### config.mk
export PLATFORM = sky130hd
export DESIGN_NAME = irc_line_tokenizer_top
export DESIGN_NICKNAME = d
export VERILOG_FILES = /design/src/rtl/core/irc_tok_pkg.sv /design/src/rtl/core/irc_tok_ctrl.sv /design/src/rtl/core/irc_tok_dp.sv /design/src/rtl/core/irc_line_tokenizer_top.sv
export SDC_FILE = /design/constraint.sdc
export NUM_CORES = 1
export LEC_CHECK = 0
export BUFFER_PORTS_ARGS = -buffer_cell sky130_fd_sc_hd__buf_2
export CORE_UTILIZATION = 40
export CTS_CLUSTER_DIAMETER = 200
export CTS_CLUSTER_SIZE = 24
export DETAILED_ROUTE_END_ITERATION = 10
export GPL_TIMING_DRIVEN = 0
export MAX_ROUTING_LAYER = met4
export SLEW_MARGIN = 30
export SYNTH_ARGS = -nofsm -noshare
export SYNTH_HDL_FRONTEND = slang
export SYNTH_SLANG_ARGS = --single-unit
### constraint.sdc
create_clock -name i_clk -period 10.5 [get_ports i_clk]
set_input_delay 3.15 -clock i_clk [delete_from_list [all_inputs] [get_ports i_clk]]
set_output_delay 3.15 -clock i_clk [all_outputs]
set_load 0.01 [all_outputs]
### src/rtl/core/irc_tok_pkg.sv
// Shared types, codes and byte helpers for the IRC line tokenizer.
`default_nettype none

package irc_tok_pkg;

    // Parse phase of the line.
    typedef enum logic [2:0] {
        PH_IDLE       = 3'd0,
        PH_PREFIX     = 3'd1,
        PH_PREFIX_GAP = 3'd2,
        PH_COMMAND    = 3'd3,
        PH_GAP        = 3'd4,
        PH_PARAM      = 3'd5,
        PH_TRAILING   = 3'd6
    } t_phase;

    // Controller states.
    typedef enum logic [2:0] {
        ST_IDLE    = 3'd0,
        ST_RELEASE = 3'd1,
        ST_FEED    = 3'd2,
        ST_MARK    = 3'd3,
        ST_FLUSH   = 3'd4
    } t_ctl_state;

    // Field kinds.
    localparam logic [2:0] KIND_PREFIX   = 3'd0;
    localparam logic [2:0] KIND_COMMAND  = 3'd1;
    localparam logic [2:0] KIND_PARAM    = 3'd2;
    localparam logic [2:0] KIND_TRAILING = 3'd3;
    localparam logic [2:0] KIND_END      = 3'd4;

    // End marker status codes.
    localparam logic [2:0] STAT_OK       = 3'd0;
    localparam logic [2:0] STAT_EMPTY    = 3'd1;
    localparam logic [2:0] STAT_NO_CMD   = 3'd2;
    localparam logic [2:0] STAT_HOLD_OVF = 3'd3;
    localparam logic [2:0] STAT_PARAMS   = 3'd4;

    localparam logic [7:0] CHR_SPACE = 8'h20;
    localparam logic [7:0] CHR_COLON = 8'h3A;

    typedef struct packed {
        logic [7:0] out_byte;
        logic       byte_valid;
        logic [2:0] field_kind;
        logic [5:0] param_index;
        logic       token_start;
        logic [2:0] status;
    } t_result;

    // Commands from the controller to the datapath.
    typedef struct packed {
        logic accept;     // capture the input word
        logic feed_held;  // run one held byte through the parser
        logic feed_byte;  // run the captured byte through the parser
        logic mark;       // emit the end marker and restart the line
        logic flush;      // move the staged result out as the last one
    } t_dp_cmd;

    // Status from the datapath to the controller.
    typedef struct packed {
        logic in_ws;      // input byte is a trim character
        logic in_eol;     // input word ends the line
        logic held_any;   // hold store is not empty
        logic held_last;  // the held byte being read is the final one
        logic cap_eol;    // captured word ends the line
        logic step_ok;    // a parser step may place a new result
        logic stg_valid;  // a result waits in the stage register
        logic out_free;   // the output register can take a result
    } t_dp_sts;

    function automatic logic is_trim_ws(input logic [7:0] b);
        return (b == 8'h20) || (b == 8'h09) || (b == 8'h0A) ||
               (b == 8'h0D) || (b == 8'h0B) || (b == 8'h0C);
    endfunction

    function automatic logic [7:0] upcase(input logic [7:0] b);
        return ((b >= 8'h61) && (b <= 8'h7A)) ? (b - 8'h20) : b;
    endfunction

endpackage

`default_nettype wire

### src/rtl/core/irc_tok_ctrl.sv
// Sequencing controller of the IRC line tokenizer.
`default_nettype none

module irc_tok_ctrl
    import irc_tok_pkg::*;
(
    input  wire logic    i_clk,
    input  wire logic    i_rst_n,
    input  wire logic    i_valid,
    output logic         o_stall,
    input  wire t_dp_sts i_sts,
    output t_dp_cmd      o_cmd
);

    t_ctl_state r_state;
    t_ctl_state n_state;

    always_ff @(posedge i_clk) begin
        if (!i_rst_n) begin
            r_state <= ST_IDLE;
        end else begin
            r_state <= n_state;
        end
    end

    always_comb begin
        n_state = r_state;
        case (r_state)
            ST_IDLE: begin
                if (i_valid) begin
                    if (i_sts.in_ws) begin
                        n_state = i_sts.in_eol ? ST_MARK : ST_IDLE;
                    end else begin
                        n_state = i_sts.held_any ? ST_RELEASE : ST_FEED;
                    end
                end
            end
            ST_RELEASE: begin
                if (i_sts.step_ok && i_sts.held_last) begin
                    n_state = ST_FEED;
                end
            end
            ST_FEED: begin
                if (i_sts.step_ok) begin
                    n_state = i_sts.cap_eol ? ST_MARK : ST_FLUSH;
                end
            end
            ST_MARK: begin
                if (i_sts.step_ok) begin
                    n_state = ST_FLUSH;
                end
            end
            ST_FLUSH: begin
                if (!i_sts.stg_valid || i_sts.out_free) begin
                    n_state = ST_IDLE;
                end
            end
            default: begin
                n_state = ST_IDLE;
            end
        endcase
    end

    always_comb begin
        o_cmd   = '0;
        o_stall = 1'b1;
        case (r_state)
            ST_IDLE: begin
                o_stall      = 1'b0;
                o_cmd.accept = i_valid;
            end
            ST_RELEASE: begin
                o_cmd.feed_held = i_sts.step_ok;
            end
            ST_FEED: begin
                o_cmd.feed_byte = i_sts.step_ok;
            end
            ST_MARK: begin
                o_cmd.mark = i_sts.step_ok;
            end
            ST_FLUSH: begin
                o_cmd.flush = i_sts.stg_valid && i_sts.out_free;
            end
            default: begin
                o_stall = 1'b1;
            end
        endcase
    end

endmodule

`default_nettype wire

### src/rtl/core/irc_tok_dp.sv
// Datapath of the IRC line tokenizer: parser state, hold memory and result registers.
`default_nettype none

module irc_tok_dp
    import irc_tok_pkg::*;
#(
    parameter int HOLD_DEPTH  = 16,
    parameter int PARAM_LIMIT = 63
) (
    input  wire logic       i_clk,
    input  wire logic       i_rst_n,
    input  wire logic [7:0] i_in_byte,
    input  wire logic       i_end_of_line,
    input  wire logic       i_stall,
    input  wire t_dp_cmd    i_cmd,
    output t_dp_sts         o_sts,
    output logic            o_valid,
    output t_result         o_result,
    output logic            o_last_result
);

    localparam int HCW = $clog2(HOLD_DEPTH + 1);
    localparam int AW  = (HOLD_DEPTH > 1) ? $clog2(HOLD_DEPTH) : 1;
    localparam int PCW = $clog2(PARAM_LIMIT + 1);
    localparam logic [HCW-1:0] HoldFull = HCW'(HOLD_DEPTH);
    localparam logic [PCW-1:0] ParamMax = PCW'(PARAM_LIMIT);

    // Parser state.
    t_phase         r_phase;
    logic [HCW-1:0] r_held_count;
    logic [PCW-1:0] r_param_count;
    logic [1:0]     r_ovf;
    logic           r_fresh;

    // Captured word and hold memory read port.
    logic [7:0]     r_byte;
    logic           r_eol;
    logic [AW-1:0]  r_rd_idx;
    logic [7:0]     r_rd_data;
    logic [7:0]     r_hold [HOLD_DEPTH];

    // Stage and output registers.
    t_result        r_stg;
    logic           r_stg_valid;
    t_result        r_out;
    logic           r_out_valid;
    logic           r_out_last;

    logic           in_ws;
    logic           push_ws;
    logic           hold_wr;
    logic           held_last;
    logic [AW-1:0]  rd_addr;
    logic           out_take;
    logic           out_free;
    logic           step;
    logic           emit;
    logic           to_out;
    t_result        new_res;

    // One parser step.
    logic [7:0]     feed_b;
    logic           f_emit;
    t_result        f_res;
    t_phase         f_phase;
    logic           f_fresh;
    logic [PCW-1:0] f_pc;
    logic           f_ovf2;
    t_result        mark_res;

    assign in_ws     = is_trim_ws(i_in_byte);
    assign push_ws   = i_cmd.accept && in_ws && (r_phase != PH_IDLE);
    assign hold_wr   = push_ws && (r_held_count < HoldFull);
    assign held_last = ((HCW'(r_rd_idx) + HCW'(1)) == r_held_count);

    assign out_take = r_out_valid && !i_stall;
    assign out_free = !r_out_valid || !i_stall;

    assign o_sts.in_ws     = in_ws;
    assign o_sts.in_eol    = i_end_of_line;
    assign o_sts.held_any  = (r_held_count != '0);
    assign o_sts.held_last = held_last;
    assign o_sts.cap_eol   = r_eol;
    assign o_sts.step_ok   = !r_stg_valid || out_free;
    assign o_sts.stg_valid = r_stg_valid;
    assign o_sts.out_free  = out_free;

    assign feed_b = i_cmd.feed_held ? r_rd_data : r_byte;
    assign step   = i_cmd.feed_held || i_cmd.feed_byte;

    always_comb begin
        f_emit  = 1'b0;
        f_res   = '0;
        f_phase = r_phase;
        f_fresh = r_fresh;
        f_pc    = r_param_count;
        f_ovf2  = 1'b0;
        f_res.out_byte   = feed_b;
        f_res.byte_valid = 1'b1;
        case (r_phase)
            PH_IDLE: begin
                if (feed_b == CHR_COLON) begin
                    f_phase = PH_PREFIX;
                    f_fresh = 1'b1;
                end else begin
                    f_phase           = PH_COMMAND;
                    f_emit            = 1'b1;
                    f_res.out_byte    = upcase(feed_b);
                    f_res.field_kind  = KIND_COMMAND;
                    f_res.token_start = 1'b1;
                end
            end
            PH_PREFIX: begin
                if (feed_b == CHR_SPACE) begin
                    f_phase = PH_PREFIX_GAP;
                end else begin
                    f_emit            = 1'b1;
                    f_res.field_kind  = KIND_PREFIX;
                    f_res.token_start = r_fresh;
                    f_fresh           = 1'b0;
                end
            end
            PH_PREFIX_GAP: begin
                if (feed_b != CHR_SPACE) begin
                    f_phase           = PH_COMMAND;
                    f_emit            = 1'b1;
                    f_res.out_byte    = upcase(feed_b);
                    f_res.field_kind  = KIND_COMMAND;
                    f_res.token_start = 1'b1;
                end
            end
            PH_COMMAND: begin
                if (feed_b == CHR_SPACE) begin
                    f_phase = PH_GAP;
                end else begin
                    f_emit           = 1'b1;
                    f_res.out_byte   = upcase(feed_b);
                    f_res.field_kind = KIND_COMMAND;
                end
            end
            PH_GAP: begin
                if (feed_b == CHR_COLON) begin
                    f_phase = PH_TRAILING;
                    f_fresh = 1'b1;
                end else if (feed_b != CHR_SPACE) begin
                    f_ovf2            = (r_param_count >= ParamMax);
                    f_phase           = PH_PARAM;
                    f_emit            = 1'b1;
                    f_res.field_kind  = KIND_PARAM;
                    f_res.param_index = 6'(r_param_count);
                    f_res.token_start = 1'b1;
                end
            end
            PH_PARAM: begin
                if (feed_b == CHR_SPACE) begin
                    if (r_param_count < ParamMax) begin
                        f_pc = r_param_count + PCW'(1);
                    end
                    f_phase = PH_GAP;
                end else begin
                    f_emit            = 1'b1;
                    f_res.field_kind  = KIND_PARAM;
                    f_res.param_index = 6'(r_param_count);
                end
            end
            PH_TRAILING: begin
                f_emit            = 1'b1;
                f_res.field_kind  = KIND_TRAILING;
                f_res.token_start = r_fresh;
                f_fresh           = 1'b0;
            end
            default: begin
                f_emit = 1'b0;
            end
        endcase
    end

    always_comb begin
        mark_res             = '0;
        mark_res.field_kind  = KIND_END;
        mark_res.token_start = 1'b1;
        if (r_phase == PH_IDLE) begin
            mark_res.status = STAT_EMPTY;
        end else if ((r_phase == PH_PREFIX) || (r_phase == PH_PREFIX_GAP)) begin
            mark_res.status = STAT_NO_CMD;
        end else if (r_ovf[0]) begin
            mark_res.status = STAT_HOLD_OVF;
        end else if (r_ovf[1]) begin
            mark_res.status = STAT_PARAMS;
        end else begin
            mark_res.status = STAT_OK;
        end
    end

    assign emit    = (step && f_emit) || i_cmd.mark;
    assign new_res = i_cmd.mark ? mark_res : f_res;
    assign to_out  = (emit && r_stg_valid) || i_cmd.flush;

    // Parser state.
    always_ff @(posedge i_clk) begin
        if (!i_rst_n) begin
            r_phase       <= PH_IDLE;
            r_held_count  <= '0;
            r_param_count <= '0;
            r_ovf         <= '0;
            r_fresh       <= 1'b0;
        end else if (i_cmd.mark) begin
            r_phase       <= PH_IDLE;
            r_held_count  <= '0;
            r_param_count <= '0;
            r_ovf         <= '0;
            r_fresh       <= 1'b0;
        end else if (step) begin
            r_phase       <= f_phase;
            r_fresh       <= f_fresh;
            r_param_count <= f_pc;
            r_ovf[1]      <= r_ovf[1] || f_ovf2;
            if (i_cmd.feed_byte) begin
                r_held_count <= '0;
            end
        end else if (push_ws) begin
            if (hold_wr) begin
                r_held_count <= r_held_count + HCW'(1);
            end else begin
                r_ovf[0] <= 1'b1;
            end
        end
    end

    // Captured word and read index.
    always_ff @(posedge i_clk) begin
        if (i_cmd.accept) begin
            r_byte   <= i_in_byte;
            r_eol    <= i_end_of_line;
            r_rd_idx <= '0;
        end else if (i_cmd.feed_held) begin
            r_rd_idx <= r_rd_idx + AW'(1);
        end
    end

    // The read address runs one entry ahead so the next held byte is ready.
    always_comb begin
        if (i_cmd.accept) begin
            rd_addr = '0;
        end else if (i_cmd.feed_held && !held_last) begin
            rd_addr = r_rd_idx + AW'(1);
        end else begin
            rd_addr = r_rd_idx;
        end
    end

    always_ff @(posedge i_clk) begin
        if (hold_wr) begin
            r_hold[r_held_count[AW-1:0]] <= i_in_byte;
        end
        r_rd_data <= r_hold[rd_addr];
    end

    // Stage and output valid bits.
    always_ff @(posedge i_clk) begin
        if (!i_rst_n) begin
            r_stg_valid <= 1'b0;
            r_out_valid <= 1'b0;
        end else begin
            if (to_out) begin
                r_out_valid <= 1'b1;
            end else if (out_take) begin
                r_out_valid <= 1'b0;
            end
            if (emit) begin
                r_stg_valid <= 1'b1;
            end else if (i_cmd.flush) begin
                r_stg_valid <= 1'b0;
            end
        end
    end

    // A result is held back one step until it is known whether another follows.
    always_ff @(posedge i_clk) begin
        if (to_out) begin
            r_out      <= r_stg;
            r_out_last <= i_cmd.flush;
        end
        if (emit) begin
            r_stg <= new_res;
        end
    end

    assign o_valid       = r_out_valid;
    assign o_result      = r_out;
    assign o_last_result = r_out_last;

endmodule

`default_nettype wire

### src/rtl/core/irc_line_tokenizer_top.sv
// Top level of the IRC line tokenizer.
`default_nettype none

// Streams one IRC line a byte per word and tags the emitted bytes as prefix,
// command, parameter or trailing text, with an end marker that carries the line
// status. A whitespace word that does not end the line is stored in the hold
// memory, or dropped before the line has started or when the hold memory is
// full, and yields nothing; a whitespace word that ends the line passes through
// the end marker state and then the final move to the output register. Any
// other word first has the single parser unit walk the held whitespace bytes
// one entry per cycle while the stage and output registers can take a result,
// then parse the word itself; such a word that ends the line then emits the end
// marker. Each word's final result leaves through the output register once that
// word is done, so a busy downstream stall delays it.

module irc_line_tokenizer_top
    import irc_tok_pkg::*;
#(
    parameter int HOLD_DEPTH  = 16,
    parameter int PARAM_LIMIT = 63
) (
    input  wire logic       i_clk,
    input  wire logic       i_rst_n,
    input  wire logic       i_valid,
    output logic            o_stall,
    input  wire logic [7:0] i_in_byte,
    input  wire logic       i_end_of_line,
    output logic            o_valid,
    input  wire logic       i_stall,
    output logic [7:0]      o_out_byte,
    output logic            o_byte_valid,
    output logic [2:0]      o_field_kind,
    output logic [5:0]      o_param_index,
    output logic            o_token_start,
    output logic [2:0]      o_status,
    output logic            o_last_result
);

    t_dp_cmd cmd;
    t_dp_sts sts;
    t_result result;

    irc_tok_ctrl u_ctrl (
        .i_clk   (i_clk),
        .i_rst_n (i_rst_n),
        .i_valid (i_valid),
        .o_stall (o_stall),
        .i_sts   (sts),
        .o_cmd   (cmd)
    );

    irc_tok_dp #(
        .HOLD_DEPTH  (HOLD_DEPTH),
        .PARAM_LIMIT (PARAM_LIMIT)
    ) u_dp (
        .i_clk         (i_clk),
        .i_rst_n       (i_rst_n),
        .i_in_byte     (i_in_byte),
        .i_end_of_line (i_end_of_line),
        .i_stall       (i_stall),
        .i_cmd         (cmd),
        .o_sts         (sts),
        .o_valid       (o_valid),
        .o_result      (result),
        .o_last_result (o_last_result)
    );

    assign o_out_byte    = result.out_byte;
    assign o_byte_valid  = result.byte_valid;
    assign o_field_kind  = result.field_kind;
    assign o_param_index = result.param_index;
    assign o_token_start = result.token_start;
    assign o_status      = result.status;

endmodule

`default_nettype wire
==> impl_metrics.tcl <==
set metrics [dict create \
    synthCells 736 \
    synth_top_flop_cell "edfxtp_1" \
    p_per_area_nw_per_um2 209.7 \
    nets 809 \
    crit_chain "buf_2 -> nand3_1 -> nand3_1 -> clkbuf_1 -> nand2_1 -> nand2_1 -> inv_1 -> ha_1 -> and3_1 -> a211oi_1 -> a21oi_1 -> o31a_1 -> inv_1" \
    die_y_um 156.3 \
    fill_cells 2186 \
    async_reset_ff_share_pct 0 \
    antenna_found_initial 0 \
    crit_fanout 22 \
    h-tree-depth 1 \
    max_stage_delay_ns 0.59 \
    cts.sinks 216 \
    post-synth-top-count-cell "edfxtp_1" \
    cts_buffers 12 \
    grt_max_degree 26 \
    dp_hpwl_mm 14.61 \
    p_leak_nw 3.669 \
    tns_ns 0 \
    synthTopCellsByCount "182 x edfxtp_1, 68 x nand2_1, 51 x nor2_1, 39 x a21oi_1, 35 x mux2i_1" \
    path_class "in2reg" \
    synth_seq_area_share_pct 64.56 \
    setup_violations 0 \
    grt_first_pass_wirelength_mm 32.84 \
    flow.area_growth_from_synthesis_pct 10.22 \
    status "complete, no violations" \
    syn_area_per_cell_um2 12.94 \
    drt_iter0_drc 464 \
    gp_congestion 0.8849 \
    boundaryPins 38 \
    ctsResizeCount 0 \
    synth_top_area_share_pct 57.41 \
    drtAntennaViolNets 0 \
    fin_crit_ns 6.256 \
    ff_latch_area_um2 6146 \
    yosysTopAreaCell "edfxtp_1" \
    drc_errors 0 \
    drt_pass1_iterations 5 \
    rows 56 \
    synth_edf_count 182 \
    power_mw 2.201 \
    core-area_um2 23400 \
    syn-num-nets 757 \
    via_per_inst 5.491 \
    fin_skew_ns 0.02409 \
    grt.overflow.total 0 \
    cpLargestDelayFamily "buffers and inverters" \
    max_freq_mhz 159.8 \
    cp-end-kind "flip-flop" \
    antenna_cells 0 \
    cts_tree "yes" \
    cp_slowest_cell "inv_1" \
    wirelength_mm 21.14 \
    ys_top_cells_by_area "edfxtp_1 57%, dfxtp_1 7.1%, mux2i_1 3.7%, nand2_1 2.7%, a21oi_1 2.1%" \
    start_util_pct 40.68 \
    grt_usage_pct 18.25 \
    rsz0062_at_grt "false" \
    cts.path.max_buffers 3 \
    cp-start-kind "input pin" \
    finalHoldViolCount 0 \
    period_share_pct 59.59 \
    drive_gt1_share_pct 12.97 \
    ctsHoldBuffers 0 \
    crit_buf_inv 4 \
    synth.distinct_cells 75 \
    multi_input_area_um2 3128 \
    syn-cell-area_um2 9520 \
    cap_viol_max_count 0 \
    required_ns 10.60 \
    vias 6112 \
    clock_latency_ns 0.48 \
    portBuffers 37 \
    hold_path_class "reg2reg" \
    tightestPinTransition_ns 0.9489 \
    cts_root_buf "clkbuf_16" \
    vdd_drop_max_mv 0.1045 \
    die_x_um 156.3 \
    slew_headroom_pct 36.51 \
    clk_pin_slew_ns 0.09 \
    wl_per_cell_um 19.00 \
    grt_pass1_vias 5677 \
    cts_setup_buffers 0 \
    dieArea_um2 24420 \
    cp.arrival_ns 6.36 \
    synth_warnings 0 \
    drv_slew 0 \
    synth-seq-cells 216 \
]
-- worst paths after layout --
kind                    start          endpoint  slack (ns)  cells past startpoint
min reg2reg     u_dp.r_stg[9]  u_dp.o_result[9]        0.43                      0
min             u_dp.r_stg[9]  u_dp.o_result[9]        0.43                      0
max reg2reg  u_dp.r_stg_valid     u_dp.r_stg[7]        6.57                     12
max                   i_stall     u_dp.r_stg[7]        4.24                     13
-- placed cells by master, fill, tap and decap left out, drive strengths merged, types with 13 or more instances in the layout --
cell type	count
edfxtp	182
nand2	69
buf	56
nor2	52
a21oi	39
clkbuf	37
mux2i	35
dfxtp	34
inv	24
nand3	21
a211oi	20
nand4	18
nor3	17
mux2	16
o21ai	13
-- area by class of cell --
| type | instances | share of cell area (%) |
|---|---|---|
| clock buffers | 20 | 3.350 |
| inverters | 25 | 0.8942 |
| flip-flops and latches | 216 | 58.57 |
| repair buffers | 38 | 1.812 |
| multi-input cells | 460 | 29.81 |
| well taps | 319 | 3.804 |
| plain buffers | 35 | 1.765 |
-- report_power, final --
group          leakage, nW  switching [mW]  internal, mW  total [mW]
clock                0.168           0.259         0.232       0.491
sequential            1.93          0.0408          1.06        1.10
combinational         1.57           0.399         0.213       0.612
total                 3.67           0.699          1.50        2.20
-- metal layers --
metal  share of wire (%)  wire [µm]  GRT usage, %  up-vias
li1                    -          -             -     2914
met5                   0          0             -        -
met2                  47       9972         28.98      182
met4                 2.6        541         5.929        0
met1                  45       9455         24.25     2981
met3                 5.6       1175         2.409       35
-- through the flow --
step,worst slack [ns],cell area [µm²],cells,hold slack [ns],utilization (%)
floorplan,3.300,9520,736,0.4003,-
global placement,2.127,10100,1092,0.4003,43.18
detailed placement,3.722,10140,1093,0.4045,43.34
CTS,4.222,10490,1113,0.4265,44.84
global route,3.898,10490,1113,0.4301,44.84
finish,4.244,10490,1113,0.4254,44.84
-- logic make-up after synthesis --
logic type               Yosys count  synth area share [%]
AND/OR/NAND/NOR                  230                 12.13
flip-flops                       216                 64.56
AO/OA/AOI/OAI                    156                 12.22
buffers and inverters             60                 2.931
multiplexers                      51                 5.572
XOR/XNOR                          15                 1.538
adder cells (fa/ha/maj)            8                 1.051
-- worst reg2reg max path: cells and delay by family (launching register included) --
| kind | cells | cell delay (ns) |
|---|---|---|
| simple gates | 5 | 1.19 |
| buf+inv | 3 | 1.11 |
| compound gates | 3 | 0.66 |
| flops | 1 | 0.42 |
| fa+ha+maj | 1 | 0.19 |
-- registers in the layout (all words and copies together), names as in the netlist, 4 cells and up --
signal / count
u_dp.r_rd_idx: 4
u_dp.r_stg: 22
u_dp.r_hold: 128
u_dp.r_rd_data: 8
u_dp.r_held_count: 5
u_dp.o_result: 22
u_dp.r_byte: 8
u_dp.r_param_count: 6
Power figures use the tool's default switching activity.
